**src/hdl/lsm_pkg.sv**
```systemverilog
// Shared types and timing constants for the LCD scanline mode timing block.
// No dependencies; used by lcd_scanline_mode_timing.
package lsm_pkg;

  localparam int unsigned CycW = 9;
  localparam int unsigned DiffW = 11;
  localparam int unsigned LineW = 8;

  typedef logic [CycW-1:0] cyc_t;
  typedef logic signed [DiffW-1:0] diff_t;
  typedef logic [LineW-1:0] line_t;

  typedef enum logic [1:0] {
    MODE_HBLANK   = 2'd0,
    MODE_VBLANK   = 2'd1,
    MODE_OAM      = 2'd2,
    MODE_TRANSFER = 2'd3
  } mode_t;

  localparam cyc_t LINE_CYCLES = 9'd456;
  localparam diff_t OAM_THRESHOLD = 11'sd376;
  localparam diff_t XFER_THRESHOLD = 11'sd204;
  localparam line_t VBLANK_LINE = 8'd144;
  localparam line_t LINE_COUNT = 8'd154;

endpackage

```
**src/hdl/lcd_scanline_mode_timing.sv**
```systemverilog
// Top level of the LCD scanline mode timing block: line counter, mode select and interrupt flags.
// Depends on lsm_pkg for types and timing constants.
//
// Usage:
// Each input transaction carries the machine cycles elapsed since the previous
// one, the display enable, the line compare value and the three STAT interrupt
// enables. For every input transaction the block returns exactly one result
// transaction with the mode, the current line, the coincidence flag and the
// vblank, STAT and draw-line requests.
// The timing state is updated in the cycle the input transaction is accepted and
// the result is held in an output register, so it appears in the cycle after acceptance.
// Throughput is one transaction per cycle while the receiver takes each result; the single
// subtract and compare path from the state registers to the output register sets that figure.
// While the receiver stalls, the result stays in the output register and the
// input is blocked only when that register is full and not being taken.
// Reset (synchronous, active low) loads the cycle countdown with LINE_CYCLES, line 0 and
// mode 0, and empties the output register.
module lcd_scanline_mode_timing (
  input  logic       clk,
  input  logic       rst_n,
  input  logic       in_valid,
  output logic       in_ready,
  input  logic [4:0] in_elapsed_cycles,
  input  logic       in_display_enable,
  input  logic [7:0] in_line_compare,
  input  logic       in_hblank_irq_enable,
  input  logic       in_oam_irq_enable,
  input  logic       in_coincidence_irq_enable,
  output logic       out_valid,
  input  logic       out_ready,
  output logic [1:0] out_lcd_mode,
  output logic [7:0] out_current_line,
  output logic       out_coincidence,
  output logic       out_vblank_request,
  output logic       out_stat_request,
  output logic       out_draw_line
);

  lsm_pkg::cyc_t  cycles_r, cycles_nxt;
  lsm_pkg::line_t line_r, line_nxt;
  lsm_pkg::mode_t mode_r, mode_nxt;

  logic           out_valid_r;
  logic           coin_nxt, vblank_nxt, stat_nxt, draw_nxt;
  logic           coin_r, vblank_r, stat_r, draw_r;
  lsm_pkg::diff_t diff;
  lsm_pkg::line_t line_inc;
  logic           want;
  logic           accept;

  assign in_ready = !out_valid_r || out_ready;
  assign accept = in_valid && in_ready;

  assign diff = lsm_pkg::diff_t'({2'b00, cycles_r}) - lsm_pkg::diff_t'({6'b0, in_elapsed_cycles});
  assign line_inc = line_r + 8'd1;

  always_comb begin
    cycles_nxt = cycles_r;
    line_nxt = line_r;
    mode_nxt = mode_r;
    vblank_nxt = 1'b0;
    draw_nxt = 1'b0;
    want = 1'b0;
    stat_nxt = 1'b0;
    if (in_display_enable) begin
      cycles_nxt = diff[lsm_pkg::CycW-1:0];
      if (line_r >= lsm_pkg::VBLANK_LINE) begin
        mode_nxt = lsm_pkg::MODE_VBLANK;
      end else begin
        if (diff >= lsm_pkg::OAM_THRESHOLD) begin
          mode_nxt = lsm_pkg::MODE_OAM;
          want = in_oam_irq_enable;
        end else if (diff >= lsm_pkg::XFER_THRESHOLD) begin
          mode_nxt = lsm_pkg::MODE_TRANSFER;
        end else begin
          mode_nxt = lsm_pkg::MODE_HBLANK;
          want = in_hblank_irq_enable;
        end
        stat_nxt = want && (mode_nxt != mode_r);
      end
      if (diff <= 11'sd0) begin
        cycles_nxt = lsm_pkg::LINE_CYCLES;
        if (line_inc == lsm_pkg::VBLANK_LINE) begin
          line_nxt = line_inc;
          vblank_nxt = 1'b1;
          mode_nxt = lsm_pkg::MODE_VBLANK;
        end else if (line_inc == lsm_pkg::LINE_COUNT) begin
          line_nxt = '0;
        end else begin
          line_nxt = line_inc;
          draw_nxt = line_inc < lsm_pkg::VBLANK_LINE;
        end
      end
    end else begin
      mode_nxt = lsm_pkg::MODE_VBLANK;
      cycles_nxt = lsm_pkg::LINE_CYCLES;
      line_nxt = '0;
    end
    coin_nxt = (line_nxt == in_line_compare);
    if (coin_nxt && in_coincidence_irq_enable) begin
      stat_nxt = 1'b1;
    end
  end

  always_ff @(posedge clk) begin
    if (!rst_n) begin
      cycles_r <= lsm_pkg::LINE_CYCLES;
      line_r <= '0;
      mode_r <= lsm_pkg::MODE_HBLANK;
      out_valid_r <= 1'b0;
    end else begin
      if (accept) begin
        cycles_r <= cycles_nxt;
        line_r <= line_nxt;
        mode_r <= mode_nxt;
        out_valid_r <= 1'b1;
      end else if (out_ready) begin
        out_valid_r <= 1'b0;
      end
    end
  end

  always_ff @(posedge clk) begin
    if (accept) begin
      coin_r <= coin_nxt;
      vblank_r <= vblank_nxt;
      stat_r <= stat_nxt;
      draw_r <= draw_nxt;
    end
  end

  assign out_valid = out_valid_r;
  assign out_lcd_mode = mode_r;
  assign out_current_line = line_r;
  assign out_coincidence = coin_r;
  assign out_vblank_request = vblank_r;
  assign out_stat_request = stat_r;
  assign out_draw_line = draw_r;

  a_line_range: assert property (@(posedge clk) disable iff (!rst_n)
    line_r < lsm_pkg::LINE_COUNT)
    else $error("Line counter left the valid range.");

  a_cycles_range: assert property (@(posedge clk) disable iff (!rst_n)
    cycles_r != '0 && cycles_r <= lsm_pkg::LINE_CYCLES)
    else $error("Cycle countdown left the valid range.");

  a_vblank_line: assert property (@(posedge clk) disable iff (!rst_n)
    out_valid_r && vblank_r |-> line_r == lsm_pkg::VBLANK_LINE &&
      mode_r == lsm_pkg::MODE_VBLANK && !draw_r)
    else $error("Vblank request without entering the vblank line.");

  a_draw_visible: assert property (@(posedge clk) disable iff (!rst_n)
    out_valid_r && draw_r |-> line_r != '0 && line_r < lsm_pkg::VBLANK_LINE)
    else $error("Draw-line pulse outside the visible lines.");

endmodule

```
**config.mk**
```make
export PLATFORM = sky130hd
export DESIGN_NAME = lcd_scanline_mode_timing
export DESIGN_NICKNAME = d
export VERILOG_FILES = /design/src/hdl/lsm_pkg.sv /design/src/hdl/lcd_scanline_mode_timing.sv
export SDC_FILE = /design/constraint.sdc
export NUM_CORES = 1
export LEC_CHECK = 0
export BUFFER_PORTS_ARGS = -buffer_cell sky130_fd_sc_hd__buf_2
export CAP_MARGIN = 20
export CORE_UTILIZATION = 57
export CTS_BUF_LIST = sky130_fd_sc_hd__clkbuf_4 sky130_fd_sc_hd__clkbuf_8 sky130_fd_sc_hd__clkbuf_16
export CTS_CLUSTER_DIAMETER = 150
export DETAILED_ROUTE_END_ITERATION = 10
export HOLD_SLACK_MARGIN = 0.08
export PLACE_DENSITY = 0.86
export SLEW_MARGIN = 20
export SYNTH_ARGS = -nofsm -noshare
export SYNTH_HDL_FRONTEND = slang
export SYNTH_SLANG_ARGS = --single-unit
```
**constraint.sdc**
```tcl
create_clock -name clk -period 4.2 [get_ports clk]
set_clock_uncertainty 0.2 [all_clocks]
set_input_delay 0.21 -clock clk [delete_from_list [all_inputs] [get_ports clk]]
set_output_delay 0.21 -clock clk [all_outputs]
set_load 0.05 [all_outputs]
```
==> results.md, run 1 <==
* Clock share of power at 0.305
* RSZ-0062 raised after global routing: false
* Worst IR Drop VDD at 294.2 uV
* Cells along the critical path: inv_1 > ha_1 > fa_1 > nand2b_2 > a21oi_2 > mux2_2 > o31a_2 > or4_1 > o311ai_1 > xnor2_1 > nand4_1 > o41ai_2
* Iteration-0 DRC Markers at 284
* Final WS setup at 0.3634 ns
* Final WL at 5.923 mm
* Global placer's final weighted congestion at 0.9194
* Clk pin slew, worst setup/hold paths at 0.10 ns
* CTS Buffer Depth at 2
* Buffer count from post-CTS setup fixing at 0
* Hold slack final at 0.1254 ns
* Post-DP HPWL at 4.488 mm
* Placed cells at 359
* Worst skew pair latency at 0.27 ns
* Reg power frac at 0.416
* Post-Layout Cell Count at 366
* Final core occ at 0.6741
* Worst slew pin tran at 0.6276 ns
* Synth unique cells at 69
* Max Cap Viol at 0
* Mean Syn Cell Area at 7.709 um2
* Gate power share at 0.280
* Tmin final at 3.837 ns
* TritonCTS Buffers at 3
* I/O Pins at 37
* Share of cells above drive strength 1 at 0.1792
* R2r worst-path depth at 12
* # port buffers at 36
* Slew Limit Headroom at 0.5772
* Overall power at 0.5995 mW
* Vias per cell at 6.549
* Die Ht at 64.74 um
* Post-Syn Nets at 321
* WL/cell at 16.18 um
* Crit Path Category: reg -> reg
* Seq/Total Area, Yosys at 0.2320
* Final cycle utilization of the critical path at 0.9135
* Placed Area at 2409 um2
* Vias at 2,397
* Register bit total from synthesis at 24
* Hold Startpoint: in_coincidence_irq_enable
* Slowest CP cell: or4_1
* Clock sink count at 24
* Psw at 0.1912 mW
* Total gr overflow at 0
* Most frequent cells in the layout: buf_2, nand2_1, dfxtp_1, nor2_1, o21ai_0
* Max Freq at 0.2606 GHz
* Req. time, crit path at 4.09 ns
* CTS root buf: clkbuf_8
* Hold Fails Final Rpt at 0
* Final setup TNS at 0 ns
* Cell-internal power at 0.4083 mW
* Commonest non-fill, non-tap cell in the layout: buf_2
* Fin area at 2505 um2
* TritonCTS clock tree: done
* # nets final at 349
* Switching portion of total power at 0.3189
* Level count of the clock H-tree at 1
* Initial antenna violation count at 0
* Final ANT Viol Nets at 0
* Worst Hold Class: in -> reg
* CTS resizes at 0
* Critical Path Max Stage Delay at 0.52 ns
* Hold path depth at 3
* Post-Place Worst Slack at 0.3948 ns
* DRC at 0
* Ant diodes at 0
* Largest net degree at the start of global routing at 21
* Crit start category: flip-flop
* Slew Viols, Final at 0
* Cell Rows at 22
* Gate Count Post-Synth at 291
* Ys flop type: dfxtp_1
* WHS Endpoint: out_stat_request
* Critical Path AT at 3.73 ns
* GRT Util Overall at 0.2995
* Critical R2R Capture: out_stat_request
* Die area at 4191 um2
* Post-synth EDFFs at 4
* Ys Warns at 0
* First-pass GRT wire length at 9.936 mm
* P&R area growth vs syn at 11.66%
* Vias in the first global route at 2,077
* Critical path endpoint category: flip-flop
* R2r startpoint: cycles_r[0]
* Chip width at 64.74 um
* Post-Synthesis Cell Area at 2243 um2
* 1st-pass router iterations at 5
* Reg2Reg Setup Slack at 0.36 ns
* P_leak at 0.9997 nW
* Cell Pwr Density at 239.3 nW/um2
* Initial core utilization at 0.6037
* Core area at 3716 um2
* Hold buffer count at CTS at 3
* Final Setup Violations at 0
* Async S/R FF share, synth at 0
* Largest fanout on the critical path at 5
* Status: complete, no violations
==> sequential cells by signal (all words and copies together) (netlist names) <==
register	count
cycles_r	9
out_coincidence	1
out_current_line	8
out_draw_line	1
out_lcd_mode	2
out_stat_request	1
out_valid	1
out_vblank_request	1
==> worst max path at each step <==
stage	slack (ns)	from	depth (start not counted)	to
floorplan	0.64	cycles_r[0]	12	out_stat_request
global placement	0.54	cycles_r[0]	12	out_stat_request
detailed placement	0.39	cycles_r[0]	12	out_stat_request
CTS	0.38	cycles_r[0]	12	out_stat_request
global route	0.14	cycles_r[0]	12	out_stat_request
finish	0.36	cycles_r[0]	12	out_stat_request
==> cells by family after synthesis <==
family,count (synthesis),synth area share
XOR/XNOR,10,0.03904
buffers and inverters,31,0.05856
multiplexers,7,0.03235
flip-flops,24,0.2320
adder cells (fa/ha/maj),9,0.05354
AO/OA/AOI/OAI,84,0.2705
AND/OR/NAND/NOR,126,0.3140
==> metal layers <==
metal  wire, um  up-vias  global-route usage  share of wire
met3        633       15             0.04930           0.11
li1           -     1128                   -              -
met5          0        -                   0              0
met4         73        0             0.08889          0.012
met2       2606      158              0.4505           0.44
met1       2608     1096              0.4323           0.44
==> worst max-delay path, delay by kind of cell, from the launching register on <==
| kind | cells | cell delay, ns |
|---|---|---|
| xor gates and xnor gates | 1 | 0.16 |
| DFF | 1 | 0.31 |
| and+or+nand+nor | 3 | 0.88 |
| buffers and inverters | 1 | 0.05 |
| adders and majority gates | 2 | 0.64 |
| muxes | 1 | 0.38 |
| AOI/OAI and AO/OA | 4 | 1.04 |
==> power groups by stage <==
stage,logic (mW),registers (mW),clock network [mW]
after floorplan,0.112,0.266,0
after CTS,0.165,0.249,0.186
after detailed placement,0.161,0.255,0
after global placement,0.158,0.254,0
after global routing,0.184,0.250,0.194
final,0.168,0.249,0.183
==> synthesized netlist by cell type, types with 3 or more instances <==
| cell | count | share of area |
|---|---|---|
| or3_1 | 4 | 0.011 |
| and2_1 | 8 | 0.022 |
| o22ai_1 | 8 | 0.022 |
| edfxtp_1 | 4 | 0.054 |
| nand3b_1 | 6 | 0.020 |
| a22oi_1 | 4 | 0.013 |
| xor2_1 | 3 | 0.012 |
| a21o_1 | 3 | 0.010 |
| ha_1 | 8 | 0.045 |
| nor4_1 | 4 | 0.011 |
| inv_1 | 15 | 0.025 |
| mux2i_1 | 5 | 0.022 |
| clkbuf_1 | 11 | 0.018 |
| dfxtp_1 | 20 | 0.18 |
| nand3_1 | 12 | 0.027 |
| o31ai_1 | 3 | 0.010 |
| nor3_1 | 6 | 0.013 |
| nand2_1 | 32 | 0.054 |
| a21oi_1 | 11 | 0.025 |
| and3_1 | 4 | 0.011 |
| xnor2_1 | 7 | 0.027 |
| a21boi_0 | 5 | 0.017 |
| nand2b_1 | 4 | 0.011 |
| o21ai_0 | 16 | 0.036 |
| a211oi_1 | 5 | 0.017 |
| nor2_1 | 17 | 0.028 |
| nand4_1 | 5 | 0.014 |
| nor2b_1 | 9 | 0.025 |
==> final cells by class <==
class | instances | area, um2
multi-input cells | 236 | 1592
fillers | 331 | 1211
flip-flops and latches | 24 | 520.5
repair buffers | 39 | 210.2
clock buffers | 4 | 66.31
well taps | 48 | 60.06
inverters | 15 | 56.30
No activity file was read; power rests on OpenSTA's default activity.
==> run 2, diff against run 1 <==
CORE_MARGIN = 10   (was unset)
==> results.md, run 2 (synthesis results as in run 1) <==
* Cell Rows at 22
* Hold Fails Final Rpt at 0
* Share of cells above drive strength 1 at 0.1792
* Final Setup Violations at 0
* CTS root buf: clkbuf_8
* Critical path endpoint category: flip-flop
* Buffer count from post-CTS setup fixing at 0
* Initial core utilization at 0.5993
* Final setup TNS at 0 ns
* 1st-pass router iterations at 5
* P&R area growth vs syn at 11.66%
* Slew Limit Headroom at 0.5657
* Clock sink count at 24
* Initial antenna violation count at 0
* Cell Pwr Density at 240.1 nW/um2
* Worst IR Drop VDD at 219.2 uV
* Commonest non-fill, non-tap cell in the layout: buf_2
* DRC at 0
* Vias in the first global route at 2,197
* First-pass GRT wire length at 10.23 mm
* P_leak at 0.9997 nW
* Status: complete, no violations
* Met3 routed WL at 608 um
* Req. time, crit path at 4.09 ns
* Placed cells at 359
* Crit Path Category: reg -> reg
* Post-DP HPWL at 4.597 mm
* Level count of the clock H-tree at 1
* Ant diodes at 0
* CTS Buffer Depth at 2
* Largest fanout on the critical path at 8
* GRT Util Overall at 0.1826
* Clk pin slew, worst setup/hold paths at 0.10 ns
* Iteration-0 DRC Markers at 338
* Final WL at 5.976 mm
* WL/cell at 16.33 um
* Worst slew pin tran at 0.6447 ns
* Vias per cell at 6.410
* Total gr overflow at 0
* Global placer's final weighted congestion at 0.9196
* Die area at 6845 um2
* Largest Register: cycles_r
* Final ANT Viol Nets at 0
* Max Cap Viol at 0
* Max reg flops at 9
* Max Freq at 0.2612 GHz
* TritonCTS clock tree: done
* Top Layer Used: met4
* Overall power at 0.6014 mW
* Chip width at 82.74 um
* TritonCTS Buffers at 3
* Hold slack final at 0.1214 ns
* # port buffers at 36
* RSZ-0062 raised after global routing: false
* Die Ht at 82.74 um
* Slew Viols, Final at 0
* Met1 WL at 2.642 mm
* Largest net degree at the start of global routing at 21
* Most frequent cells in the layout: buf_2, nand2_1, dfxtp_1, nor2_1, o21ai_0
* Vias at 2,346
* # nets final at 349
* Crit start category: flip-flop
* I/O Pins at 37
* Met2 WL at 2.634 mm
* Worst Hold Class: in -> reg
* Tmin final at 3.828 ns
* Post-Layout Cell Count at 366
* Final cycle utilization of the critical path at 0.9114
* Critical Path AT at 3.72 ns
* Worst skew pair latency at 0.28 ns
* Core area at 3744 um2
* Fill cells at 319
* Final core occ at 0.6691
run 2: cell counts in the layout (fill, tap and decap cells not counted):
Identical to the previous run, type by type.
run 2: worst max-delay path: stages (launching register included):
cell and delay (ns):
dfxtp_1 0.31, inv_1 0.04, ha_1 0.21, fa_1 0.41, and2b_1 0.21, o21ai_1 0.09, nor4b_1 0.55, o211ai_2 0.31
or4_1 0.55, o311ai_1 0.11, xnor2_1 0.16, nand4_1 0.14, o41ai_2 0.35
run 2: path summary, 6_finish.rpt:
check | start | end | slack, ns | cells after the start
worst max-delay path | cycles_r[0] | out_stat_request | 0.37 | 12
worst min-delay path | in_coincidence_irq_enable | out_stat_request | 0.12 | 3
worst max register to register | cycles_r[0] | out_stat_request | 0.37 | 12
worst min register to register | cycles_r[3] | cycles_r[3] | 0.32 | 2
run 2: what timing repair did:
action	in CTS	in global routing
hold buffers	3	0
hold endpoints to repair	5	0
resized for setup	0	0
run 2: routing by layer:
| metal | global-route usage | vias up |
|---|---|---|
| met5 | 0 | - |
| met4 | 0.04682 | 0 |
| met3 | 0.04644 | 14 |
| met2 | 0.2770 | 127 |
| met1 | 0.2503 | 1068 |
| li1 | - | 1137 |
run 2: final cells by class:
cell class | instances | area, um2 | area share
clock buffer | 4 | 66.31 | 0.02647
inverter | 15 | 56.30 | 0.02248
multi-input combinational | 236 | 1592 | 0.6354
sequential | 24 | 520.5 | 0.2078
tap | 48 | 60.06 | 0.02398
timing repair buffer | 39 | 210.2 | 0.08392
run 2: stage by stage:
stage / cell area [um2] / setup WS, ns
final: 2505 / 0.3720
after floorplan: 2243 / 0.6421
after global routing: 2505 / 0.1513
after global placement: 2409 / 0.5409
after detailed placement: 2409 / 0.4568
after CTS: 2505 / 0.4200
run 2: where the power goes:
group | switching (mW) | leakage, nW | internal (mW)
registers | 0.00700 | 0.203 | 0.242
clock network | 0.0835 | 0.0339 | 0.104
logic | 0.103 | 0.763 | 0.0627
==> run 3, diff against run 2 <==
CTS_CLUSTER_DIAMETER = 40   (was 150)
GPL_TIMING_DRIVEN = 0   (was unset)
==> results.md, run 3 (synthesis results as in run 1) <==
* Status: complete, no violations
* R2r worst-path depth at 12
* Buffer count from post-CTS setup fixing at 0
* Initial core utilization at 0.5993
* TritonCTS Buffers at 3
* Iteration-0 DRC Markers at 291
* Vias in the first global route at 2,194
* Tmin final at 3.854 ns
* Reg power frac at 0.409
* Clock sink count at 24
* Level count of the clock H-tree at 1
* Global placer's final weighted congestion at 0.9231
* DRC at 0
* Final ANT Viol Nets at 0
* 1st-pass router iterations at 6
* Final cycle utilization of the critical path at 0.9177
* Critical Path AT at 3.67 ns
* I/O Pins at 37
* Largest fanout on the critical path at 5
* Hold path depth at 2
* Overall power at 0.6033 mW
* TritonCTS clock tree: done
* Total gr overflow at 0
* Worst IR Drop VDD at 284.8 uV
* First-pass GRT wire length at 10.05 mm
* Most frequent cells in the layout: buf_2, nand2_1, dfxtp_1, nor2_1, o21ai_0
* CTS root buf: clkbuf_8
* Worst skew pair latency at 0.27 ns
* Max Cap Viol at 0
* Vias at 2,367
* Placed cells at 373
* Critical path endpoint category: flip-flop
* Final Setup Violations at 0
* Crit Path Category: reg -> reg
* Hold Startpoint: rst_n
* # port buffers at 34
* Hold Fails Final Rpt at 0
* Switching portion of total power at 0.3189
* Final WL at 6.066 mm
* Final WS setup at 0.3455 ns
* Final core occ at 0.6865
* Fin area at 2570 um2
* Largest net degree at the start of global routing at 15
* Max reg flops at 9
* Crit path from: cycles_r[0]
* Clock share of power at 0.305
* RSZ-0062 raised after global routing: false
* GRT Util Overall at 0.1795
* Max Freq at 0.2594 GHz
* Slew Limit Headroom at 0.5794
* Final setup TNS at 0 ns
* Post-Place Worst Slack at 0.4337 ns
* Initial antenna violation count at 0
* P_leak at 1.032 nW
* Hold slack final at 0.1037 ns
* Worst Hold Class: in -> reg
* Core area at 3744 um2
* WL/cell at 15.96 um
* Psw at 0.1924 mW
* Chip width at 82.74 um
* Die area at 6845 um2
* Vias per cell at 6.229
* P&R area growth vs syn at 14.56%
* Slew Viols, Final at 0
* Post-DP HPWL at 4.700 mm
* Placed Area at 2474 um2
* Share of cells above drive strength 1 at 0.1807
* Post-Layout Cell Count at 380
* Commonest non-fill, non-tap cell in the layout: buf_2
* Largest Register: cycles_r
* Ant diodes at 0
* Gate power share at 0.286
* # nets final at 363
* Cell Pwr Density at 234.8 nW/um2
* R2r startpoint: cycles_r[0]
* Clk pin slew, worst setup/hold paths at 0.10 ns
* Worst slew pin tran at 0.6309 ns
* Crit start category: flip-flop
* Cell-internal power at 0.4109 mW
* Req. time, crit path at 4.02 ns
* CTS Buffer Depth at 2
* Cell Rows at 22
* Die Ht at 82.74 um
-- run 3: cell count changes in the layout (fill, tap and decap cells not counted), sizes merged --
cell    change
clkbuf     +12
buf         +2
-- run 3: final cells by class --
| class | instances | area [um2] |
|---|---|---|
| plain buffers | 16 | 75.07 |
| clock buffers | 4 | 66.31 |
| fillers | 345 | 1174 |
| inverters | 15 | 56.30 |
| multi-input cells | 236 | 1592 |
| flip-flops and latches | 24 | 520.5 |
| well taps | 48 | 60.06 |
| repair buffers | 37 | 200.2 |
-- run 3: power by group through the flow --
stage / clock network, mW / logic, mW / registers (mW)
3_3_place_gp: 0 / 0.162 / 0.252
3_5_place_dp: 0 / 0.166 / 0.252
5_1_grt: 0.193 / 0.187 / 0.248
4_1_cts: 0.183 / 0.170 / 0.247
6_report: 0.184 / 0.172 / 0.247
2_1_floorplan: 0 / 0.112 / 0.266
-- run 3: worst paths after layout --
path                          to  slack (ns)
max             out_stat_request        0.35
min          out_current_line[2]        0.10
max reg2reg     out_stat_request        0.35
min reg2reg          cycles_r[3]        0.32
-- run 3: what timing repair did --
item,CTS,global route
endpoints found under the setup margin,0,0
hold endpoints to repair,5,0
hold buffers,3,0
gates resized for setup,0,0
-- run 3: worst max-delay path: stages (launching register included) --
cell and delay, ns:
dfxtp_1 0.31, inv_1 0.04, ha_1 0.20, fa_1 0.43
nand2b_2 0.21, a21oi_2 0.25, mux2_2 0.38, o31ai_1 0.37
nand3_1 0.34, a21oi_1 0.27, a211oi_1 0.10, a211oi_1 0.37
o41ai_2 0.12
-- run 3: metal layers --
metal / global-route usage / routed length, um / up-vias
met1: 0.2367 / 2579 / 1065
met2: 0.2909 / 2775 / 126
met3: 0.04104 / 639 / 10
met5: 0 / 0 / -
li1: - / - / 1166
met4: 0.03846 / 72 / 0
